===== src/hw/rtl/rlld_pkg.sv =====
// ----------------------------------------------------------------------------
// Run-length line decoder package
// Item types, decoder phases and constants shared by the decoder files.
// ----------------------------------------------------------------------------
package rlld_pkg;

  localparam int unsigned LINE_W = 16;
  localparam int unsigned BYTE_W = 8;

  localparam logic [BYTE_W-1:0] CTRL_END       = 8'd128;
  localparam logic [BYTE_W:0]   REPEAT_BASE    = 9'd257;
  localparam logic [LINE_W-1:0] MIN_LINE_BYTES = 16'd4;

  typedef struct packed {
    logic [BYTE_W-1:0] src_byte;
    logic              first_byte;
    logic              last_byte;
  } src_item_t;

  typedef struct packed {
    logic [BYTE_W-1:0] value;
    logic [LINE_W-1:0] length;
    logic              end_of_line;
    logic              end_of_data;
    logic              last_of_run;
  } seg_item_t;

  typedef enum logic [3:0] {
    PH_CTRL = 4'b0001,
    PH_LIT  = 4'b0010,
    PH_FILL = 4'b0100,
    PH_DONE = 4'b1000
  } phase_t;

  typedef struct packed {
    logic              emit;
    logic              done;
    seg_item_t         seg;
    logic [LINE_W-1:0] col_next;
    logic [BYTE_W-1:0] rem_next;
  } seg_step_t;

endpackage


===== src/hw/rtl/run_length_line_decoder_unit.sv =====
// Each source item is registered, and so is each segment built from it.
// Throughput: 1 source item per cycle when not stalled; an item yields one
// segment per cycle, so a repeat run cut into N line segments holds the source
// side until its last; the builder after the item register sets this figure.
// Reset: synchronous, active high; clears the decoder state, empties both
// registers and sets line_bytes to 4.
// ----------------------------------------------------------------------------
// Run-length line decoder
// Decodes PackBits-style source bytes into line-cut value/length segments.
// ----------------------------------------------------------------------------
module run_length_line_decoder_unit (
  input  logic                        clk,
  input  logic                        rst,
  input  logic                        src_valid,
  output logic                        src_ready,
  input  rlld_pkg::src_item_t         src,
  output logic                        seg_valid,
  input  logic                        seg_ready,
  output rlld_pkg::seg_item_t         seg,
  input  logic                        cfg_we,
  input  logic [rlld_pkg::LINE_W-1:0] cfg_data
);
  import rlld_pkg::*;

  src_item_t         item;
  logic              item_valid;
  logic              started;
  logic [BYTE_W-1:0] rem;
  logic              pend;
  phase_t            phase;
  logic [BYTE_W-1:0] run_left;
  logic [LINE_W-1:0] column;
  logic [LINE_W-1:0] lb;

  phase_t            phase_next;
  logic [BYTE_W-1:0] run_left_next;
  logic              first_now;
  phase_t            ph_c;
  logic [BYTE_W-1:0] rl_c;
  logic [LINE_W-1:0] col_c;
  logic [BYTE_W-1:0] rem_c;
  logic              pend_c;
  logic [BYTE_W:0]   repeat_cnt;
  seg_step_t         step;
  logic              seg_free;
  logic              proceed;
  logic              src_fire;

  assign first_now  = !started && item.first_byte;
  assign ph_c       = first_now ? PH_CTRL : phase;
  assign rl_c       = first_now ? '0 : run_left;
  assign col_c      = first_now ? '0 : column;
  assign repeat_cnt = REPEAT_BASE - {1'b0, item.src_byte};

  always_comb begin
    phase_next    = phase;
    run_left_next = run_left;
    rem_c         = rem;
    pend_c        = pend;
    if (!started) begin
      phase_next    = ph_c;
      run_left_next = rl_c;
      rem_c         = '0;
      pend_c        = 1'b0;
      case (ph_c)
        PH_CTRL: begin
          if (item.src_byte == CTRL_END) begin
            pend_c = 1'b1;
          end else if (item.src_byte < CTRL_END) begin
            phase_next    = PH_LIT;
            run_left_next = item.src_byte + 8'd1;
            pend_c        = item.last_byte;
          end else begin
            phase_next    = PH_FILL;
            run_left_next = repeat_cnt[BYTE_W-1:0];
            pend_c        = item.last_byte;
          end
        end
        PH_LIT: begin
          rem_c         = 8'd1;
          run_left_next = rl_c - 8'd1;
          if (run_left_next == '0) begin
            phase_next = PH_CTRL;
          end
          pend_c = item.last_byte;
        end
        PH_FILL: begin
          rem_c         = rl_c;
          run_left_next = '0;
          phase_next    = PH_CTRL;
          pend_c        = item.last_byte;
        end
        default: begin
          pend_c = 1'b0;
        end
      endcase
      if (pend_c) begin
        phase_next    = PH_DONE;
        run_left_next = '0;
      end
    end
  end

  rlld_segment u_segment (
    .val  (item.src_byte),
    .rem  (rem_c),
    .pend (pend_c),
    .col  (col_c),
    .lb   (lb),
    .step (step)
  );

  assign seg_free  = !seg_valid || seg_ready;
  assign proceed   = item_valid && (!step.emit || seg_free);
  assign src_ready = !item_valid || (proceed && step.done);
  assign src_fire  = src_valid && src_ready;

  always_ff @(posedge clk) begin
    if (rst) begin
      item_valid <= 1'b0;
      started    <= 1'b0;
      phase      <= PH_CTRL;
      run_left   <= '0;
      column     <= '0;
      lb         <= MIN_LINE_BYTES;
      seg_valid  <= 1'b0;
    end else begin
      if (proceed) begin
        phase    <= phase_next;
        run_left <= run_left_next;
      end
      if (cfg_we) begin
        lb     <= (cfg_data < MIN_LINE_BYTES) ? MIN_LINE_BYTES : cfg_data;
        column <= '0;
      end else if (proceed) begin
        column <= step.col_next;
      end
      if (src_fire) begin
        item_valid <= 1'b1;
        started    <= 1'b0;
      end else if (proceed) begin
        started <= !step.done;
        if (step.done) begin
          item_valid <= 1'b0;
        end
      end
      if (proceed && step.emit) begin
        seg_valid <= 1'b1;
      end else if (seg_ready) begin
        seg_valid <= 1'b0;
      end
    end
  end

  always_ff @(posedge clk) begin
    if (src_fire) begin
      item <= src;
    end
    if (proceed) begin
      rem  <= step.rem_next;
      pend <= pend_c;
    end
    if (proceed && step.emit) begin
      seg <= step.seg;
    end
  end

endmodule


===== src/hw/rtl/rlld_segment.sv =====
// ----------------------------------------------------------------------------
// Run-length line decoder segment builder
// Cuts the pending run at the line end and forms the next segment or end pad.
// ----------------------------------------------------------------------------
module rlld_segment (
  input  logic [rlld_pkg::BYTE_W-1:0] val,
  input  logic [rlld_pkg::BYTE_W-1:0] rem,
  input  logic                        pend,
  input  logic [rlld_pkg::LINE_W-1:0] col,
  input  logic [rlld_pkg::LINE_W-1:0] lb,
  output rlld_pkg::seg_step_t         step
);
  import rlld_pkg::*;

  logic [LINE_W-1:0] room;
  logic [LINE_W-1:0] rem_ext;
  logic [LINE_W-1:0] take;
  logic [LINE_W-1:0] col_sum;
  logic              eol;
  logic [BYTE_W-1:0] rem_after;
  logic              run_end;

  assign room      = lb - col;
  assign rem_ext   = {{(LINE_W-BYTE_W){1'b0}}, rem};
  assign take      = (rem_ext < room) ? rem_ext : room;
  assign col_sum   = col + take;
  assign eol       = (take == room);
  assign rem_after = rem - take[BYTE_W-1:0];
  assign run_end   = (rem_after == '0);

  always_comb begin
    step          = '0;
    step.col_next = col;
    step.rem_next = rem;
    if (rem != '0) begin
      step.emit            = 1'b1;
      step.seg.value       = val;
      step.seg.length      = take;
      step.seg.end_of_line = eol;
      step.seg.end_of_data = run_end && pend && eol;
      step.seg.last_of_run = run_end && (!pend || eol);
      step.done            = step.seg.last_of_run;
      step.col_next        = eol ? '0 : col_sum;
      step.rem_next        = rem_after;
    end else if (pend) begin
      step.emit            = 1'b1;
      step.done            = 1'b1;
      step.seg.end_of_data = 1'b1;
      step.seg.last_of_run = 1'b1;
      step.col_next        = '0;
      if (col != '0) begin
        step.seg.length      = room;
        step.seg.end_of_line = 1'b1;
      end
    end else begin
      step.done = 1'b1;
    end
  end

endmodule


===== config.mk =====
export PLATFORM = sky130hd
export DESIGN_NAME = run_length_line_decoder_unit
export DESIGN_NICKNAME = d
export VERILOG_FILES = /design/src/hw/rtl/rlld_pkg.sv /design/src/hw/rtl/run_length_line_decoder_unit.sv /design/src/hw/rtl/rlld_segment.sv
export SDC_FILE = /design/constraint.sdc
export NUM_CORES = 1
export LEC_CHECK = 0
export BUFFER_PORTS_ARGS = -buffer_cell sky130_fd_sc_hd__buf_2
export CAP_MARGIN = 20
export CORE_UTILIZATION = 45
export CTS_BUF_LIST = sky130_fd_sc_hd__clkbuf_16
export DETAILED_ROUTE_END_ITERATION = 12
export PLACE_DENSITY = 0.71
export SLEW_MARGIN = 20
export SYNTH_ARGS = -nofsm -noshare
export SYNTH_HDL_FRONTEND = slang
export SYNTH_SLANG_ARGS = --single-unit

===== constraint.sdc =====
create_clock -name clk -period 9.4 [get_ports clk]
set_input_delay 1.88 -clock clk [delete_from_list [all_inputs] [get_ports clk]]
set_output_delay 1.88 -clock clk [all_outputs]
set_load 0.01 [all_outputs]

# Word-level counts from Yosys, hierarchy flattened
# Cells that the tools add are included.
[totals]
regBits = 93
input_bits = 31
out_inout_bits = 29
elab_cells = 94
[op_classes]
add_sub_neg = 6
magnitude_cmp = 3
n_eq_ne = 5
mux = 32
n_bitwise = 1
reduce_logical = 30
[op_table]
columns = ["op", "count"]
rows = [
  ["$mux W35", 2],
  ["$mux W16", 4],
  ["$mux W8", 6],
  ["$pmux W8 S3", 1],
  ["$mux W17", 1],
  ["$add A16 B16 Y16", 1],
  ["$eq A16 B16 Y1", 1],
  ["$logic_not A8 Y1", 2],
  ["$lt A16 B3 Y1 const B", 1],
  ["$lt A8 B16 Y1", 1],
  ["$mux W4", 4],
  ["$pmux W8 S2", 1],
  ["$reduce_bool A16 Y1", 1],
  ["$sub A16 B16 Y16", 1],
  ["$pmux W4 S3", 1],
  ["$mux W1", 9],
  ["$add A8 B1 Y8 const B", 1],
  ["$eq A8 B8 Y1 const B", 1],
  ["$logic_and A1 B1 Y1", 8],
  ["$lt A8 B8 Y1 const B", 1],
  ["$reduce_bool A8 Y1", 1],
  ["$sub A1 B8 Y8 const A", 1],
  ["$sub A8 B1 Y8 const B", 1],
  ["$sub A8 B8 Y8", 1],
  ["other kinds (12)", 25],
]

# Logic depth before layout (Yosys ltp)
[depth]
depth_word = 20
mapped_depth = 30

# Cells and area by module
# Synthesis repeated with hierarchy kept, for this count alone.
[unflattened]
cells_unflattened = 833
area_unflattened_um2 = 7146.9
[modules_own_cells]
columns = ["mod", "n_inst", "cells_each", "area_each_um2", "seq_area_each_um2"]
rows = [
  ["run_length_line_decoder_unit", 1, 393, 4131.5, 2322.2],
  ["rlld_segment", 1, 440, 3015.4, 0.0],
]

# Worst setup path before layout
# OpenSTA, ideal clock, no wires.
[synth_timing]
path_kind = "register to output"
startpoint = "register item[1] (netlist bit)"
endpoint = "output src_ready"
arrival_time_ns = 6.537
path_slack_ns = 0.983
path_stages_with_launch = 31
n_path_buf = 5
path_cell_list = "edfxtp_1 nand2b_1 clkbuf_1 clkbuf_1 clkbuf_1 buf_1 nand2_1 ha_1 or3_1 o22a_1 a21oi_1 xnor2_1 ha_1 nand4_1 a21oi_1 a221oi_1 or3_1 buf_6 mux2i_1 ha_1 inv_1 fa_1 a21o_1 a21oi_1 o21bai_1 a21oi_1 xnor2_1 or4_1 a211oi_1 nor3_1 nor2_1"
[synth_between]
elab_chain_cells = 14
elab_cells_between_ends = 30
classes_between = "add/sub (2); order compare (1); eq/ne (4); mux (11); reduce/logical (12)"
[synth_lines]
columns = ["item", "line", "text"]
rows = [
  ["start: declaration", "run_length_line_decoder_unit.sv:25", "src_item_t item;"],
  ["start signal: assignment", "run_length_line_decoder_unit.sv:157", "item <= src;"],
  ["$logic_and A1 B1 Y1 (*)", "run_length_line_decoder_unit.sv:49", "assign first_now = !started && item.first_byte;"],
  ["branches (longest 7 deep; another with $sub A16 B16 Y16)", "--", ""],
  ["$mux W2 (*)", "rlld_segment.sv:35", "if (rem != '0) begin"],
  ["$logic_not A1 Y1", "run_length_line_decoder_unit.sv:114", "assign proceed = item_valid && (!step.emit || seg_free);"],
  ["$logic_or A1 B1 Y1", "run_length_line_decoder_unit.sv:114", ""],
  ["$logic_and A1 B1 Y1", "run_length_line_decoder_unit.sv:114", ""],
  ["$logic_and A1 B1 Y1 (*)", "run_length_line_decoder_unit.sv:115", "assign src_ready = !item_valid || (proceed && step.done);"],
  ["$logic_or A1 B1 Y1 (*)", "run_length_line_decoder_unit.sv:115", ""],
  ["end: declaration", "run_length_line_decoder_unit.sv:15", "output logic src_ready,"],
]
# Mark *: on every way between the ends. The select of a mux whose other input is x is not followed.

# Worst setup path after layout
# Same ends and word-level chain as after synthesis.

==> flow_metrics.tcl <==
set metrics [dict create \
    synth_seq_area_share_pct 33.57 \
    r2r_start "item[1]" \
    p_leak_nw 3.305 \
    fillCellCount 1414 \
    fp.coreArea_mm2 0.01475 \
    setup_violations 0 \
    fin_hold_ws_ns 0.4948 \
    final.setup_skew_ns 0.01611 \
    relSlewSlack_pct 39.91 \
    root_buffer "clkbuf_16" \
    synthArstFlopShare_pct 0 \
    die_h_um 126.0 \
    cts_buffer_depth 2 \
    ff2ff_path_depth 27 \
    max_stage_delay_ns 0.54 \
    grt_pass1_wl_um 28860 \
    holdCritStartpoint "column[13]" \
    critPathSlowestCell "or4_1" \
    power_density_mw_per_mm2 155.8 \
    worst_hold_path_type "flip-flop to flip-flop" \
    layout-drive-gt1-share_pct 12.54 \
    hold_violations 0 \
    clkTransAtPathRegs_ns 0.07 \
    syn-instance-count 808 \
    io_buffers 59 \
    cp-end-kind "output pin" \
    ys_types 83 \
    min_period_ns 9.073 \
    via_count 6158 \
    drv_cap 0 \
    fin_crit_sh_pct 96.52 \
    avgViaCountPerCell 5.893 \
    clock.fmax_ghz 0.1102 \
    dp_hpwl_um 13190 \
    grt_util_all_layers_pct 22.96 \
    layout_common_cells "nand2_1 (68), nor2_1 (66), a21oi_1 (59), buf_2 (59), inv_1 (54)" \
    gp_congestion 0.9013 \
    start_util_pct 46.88 \
    critPathKind "flip-flop to output pin" \
    ys_ff_latch 93 \
    htree_levels 3 \
    drtIter0Drc 606 \
    post_drt_wl_per_cell_um 16.70 \
    final_net_count 939 \
    cp.depth 27 \
    placementRows 44 \
    postRouteWirelength_um 17450 \
    cp-startpoint "item[1]" \
    antennaDiodeCount 0 \
    pin_count 60 \
    ant_nets 0 \
    cts_tree "done" \
    cts.sinks 93 \
    final_area_mm2 0.007679 \
    mostFrequentLayoutCell "nand2_1" \
    syn_area_mm2 0.006917 \
    hold_path_depth 1 \
    syn2layout_area_growth_pct 11.02 \
    dieWidth_um 126.0 \
    design.die.area_mm2 0.01587 \
    drtPass1Iterations 5 \
    clkLatencyLatePin_ns 0.36 \
    grt_pass1_vias 5631 \
    drcViolationCount 0 \
    syn_area_per_cell_um2 8.560 \
    post-cts-setup-buffers 0 \
    cp.arrival_ns 7.19 \
    synth_edf_count 46 \
    worstMarginPinSlew_ns 0.8944 \
    place_area_mm2 0.007372 \
    multi_input_area_mm2 0.004269 \
    seq_area_mm2 0.002322 \
    status "finished clean" \
    worstPathRequired_ns 7.52 \
    synth_ff_type "dfxtp_1" \
    grt_start_max_net_pins 39 \
    overflow 0 \
    fin_util_pct 52.04 \
    cp_max_fo 9 \
    peakVddDrop_v 0.00009470 \
    cp_num_buf_inv 3 \
    hold_buffers 0 \
    grt_antenna_before_repair 0 \
    ys_warn_count 0 \
    numCtsBuffers 9 \
    path_delay_family "compound AO/OA/AOI/OAI gates" \
    drv_slew 0 \
    start_kind "flip-flop" \
]
Yosys cell counts (10+ instances only):
cell type / n / area [um^2]
nand2_1: 68 / 255.2
nor2_1: 68 / 255.2
a21oi_1: 59 / 295.3
inv_1: 54 / 202.7
ha_1: 49 / 613.1
dfxtp_1: 47 / 940.9
edfxtp_1: 46 / 1381
o21ai_0: 34 / 170.2
xnor2_1: 29 / 254.0
nand3_1: 26 / 130.1
nor3_1: 26 / 130.1
clkbuf_1: 25 / 93.84
mux2i_1: 16 / 160.2
o21ai_1: 16 / 80.08
a22oi_1: 14 / 105.1
nor2b_1: 14 / 87.58
a21o_1: 11 / 82.58
nor4_1: 11 / 68.82
o21a_1: 10 / 75.07
state kept, by name (all words and copies together), names as in the netlist:
name	flops
seg	27
column	16
lb	16
item	10
rem	8
run_left	8
phase	4
item_valid	1
pend	1
seg_valid	1
started	1
final timing paths:
check               end  slack (ns)
max reg2reg     item[4]        2.20
min          column[13]        0.49
min reg2reg  column[13]        0.49
max           src_ready        0.33
cells by family after synthesis:
logic type               after synthesis  synth area share (%)
XOR/XNOR                              39                 5.137
multiplexers                          22                 3.546
AND/OR/NAND/NOR                      277                 20.28
flip-flops                            93                 33.57
buffers and inverters                 92                 5.282
adder cells (fa/ha/maj)               52                 9.732
AO/OA/AOI/OAI                        232                 22.40
other                                  1               0.05422
routing by layer:
metal  track usage, %  vias to the layer above  wire (um)
met3            3.059                       28        984
met1            33.76                     2872       8575
met5                0                        -          0
met4            9.709                        0        479
li1                 -                     3065          -
met2            33.60                      193       7407
per-stage QoR:
step	cells	TNS (ns)	setup slack [ns]	power, mW
floorplan	814	0	0.9831	0.7458
global placement	1029	0	0.8541	0.8276
detailed placement	1029	0	0.6545	0.8315
CTS	1045	0	0.2699	1.196
global route	1045	-0.001760	-0.001760	1.259
finish	1045	0	0.3270	1.197
where the power goes:
part / total, mW / switching (mW) / internal, mW
combinational: 0.350 / 0.215 / 0.135
clock: 0.366 / 0.161 / 0.205
sequential: 0.481 / 0.0217 / 0.459
total: 1.20 / 0.397 / 0.799
worst register-to-register path: stages (launching register included):
cell and delay [ns]:
edfxtp_1 0.44, nand2b_1 0.18, nand2_1 0.21, ha_1 0.33
nor2b_1 0.14, o31a_1 0.29, or3_1 0.32, a22o_1 0.32
ha_1 0.32, a21o_1 0.18, a21o_1 0.18, a221oi_1 0.39
or3_1 0.18, buf_4 0.21, mux2i_1 0.40, ha_1 0.25
inv_1 0.05, fa_1 0.39, a21o_1 0.19, a21oi_1 0.21
o21bai_1 0.09, a21oi_1 0.17, xnor2_1 0.09, or4_1 0.54
a211oi_1 0.28, nor3_1 0.13, nor3_1 0.18, buf_4 0.23
cell type report:
cell class | count | area share [%]
sequential | 93 | 30.24
timing repair buffer | 67 | 4.677
inverter | 56 | 2.738
clock buffer | 9 | 2.933
multi-input combinational | 629 | 55.60
clock inverter | 7 | 0.8147
tap | 184 | 2.998
what timing repair did:
item | in CTS | in global routing
setup endpoints to repair | 0 | 1
hold endpoints to repair | 0 | 0
resized for setup | 0 | 3
Note: power is estimated with default switching activity, not from simulation.
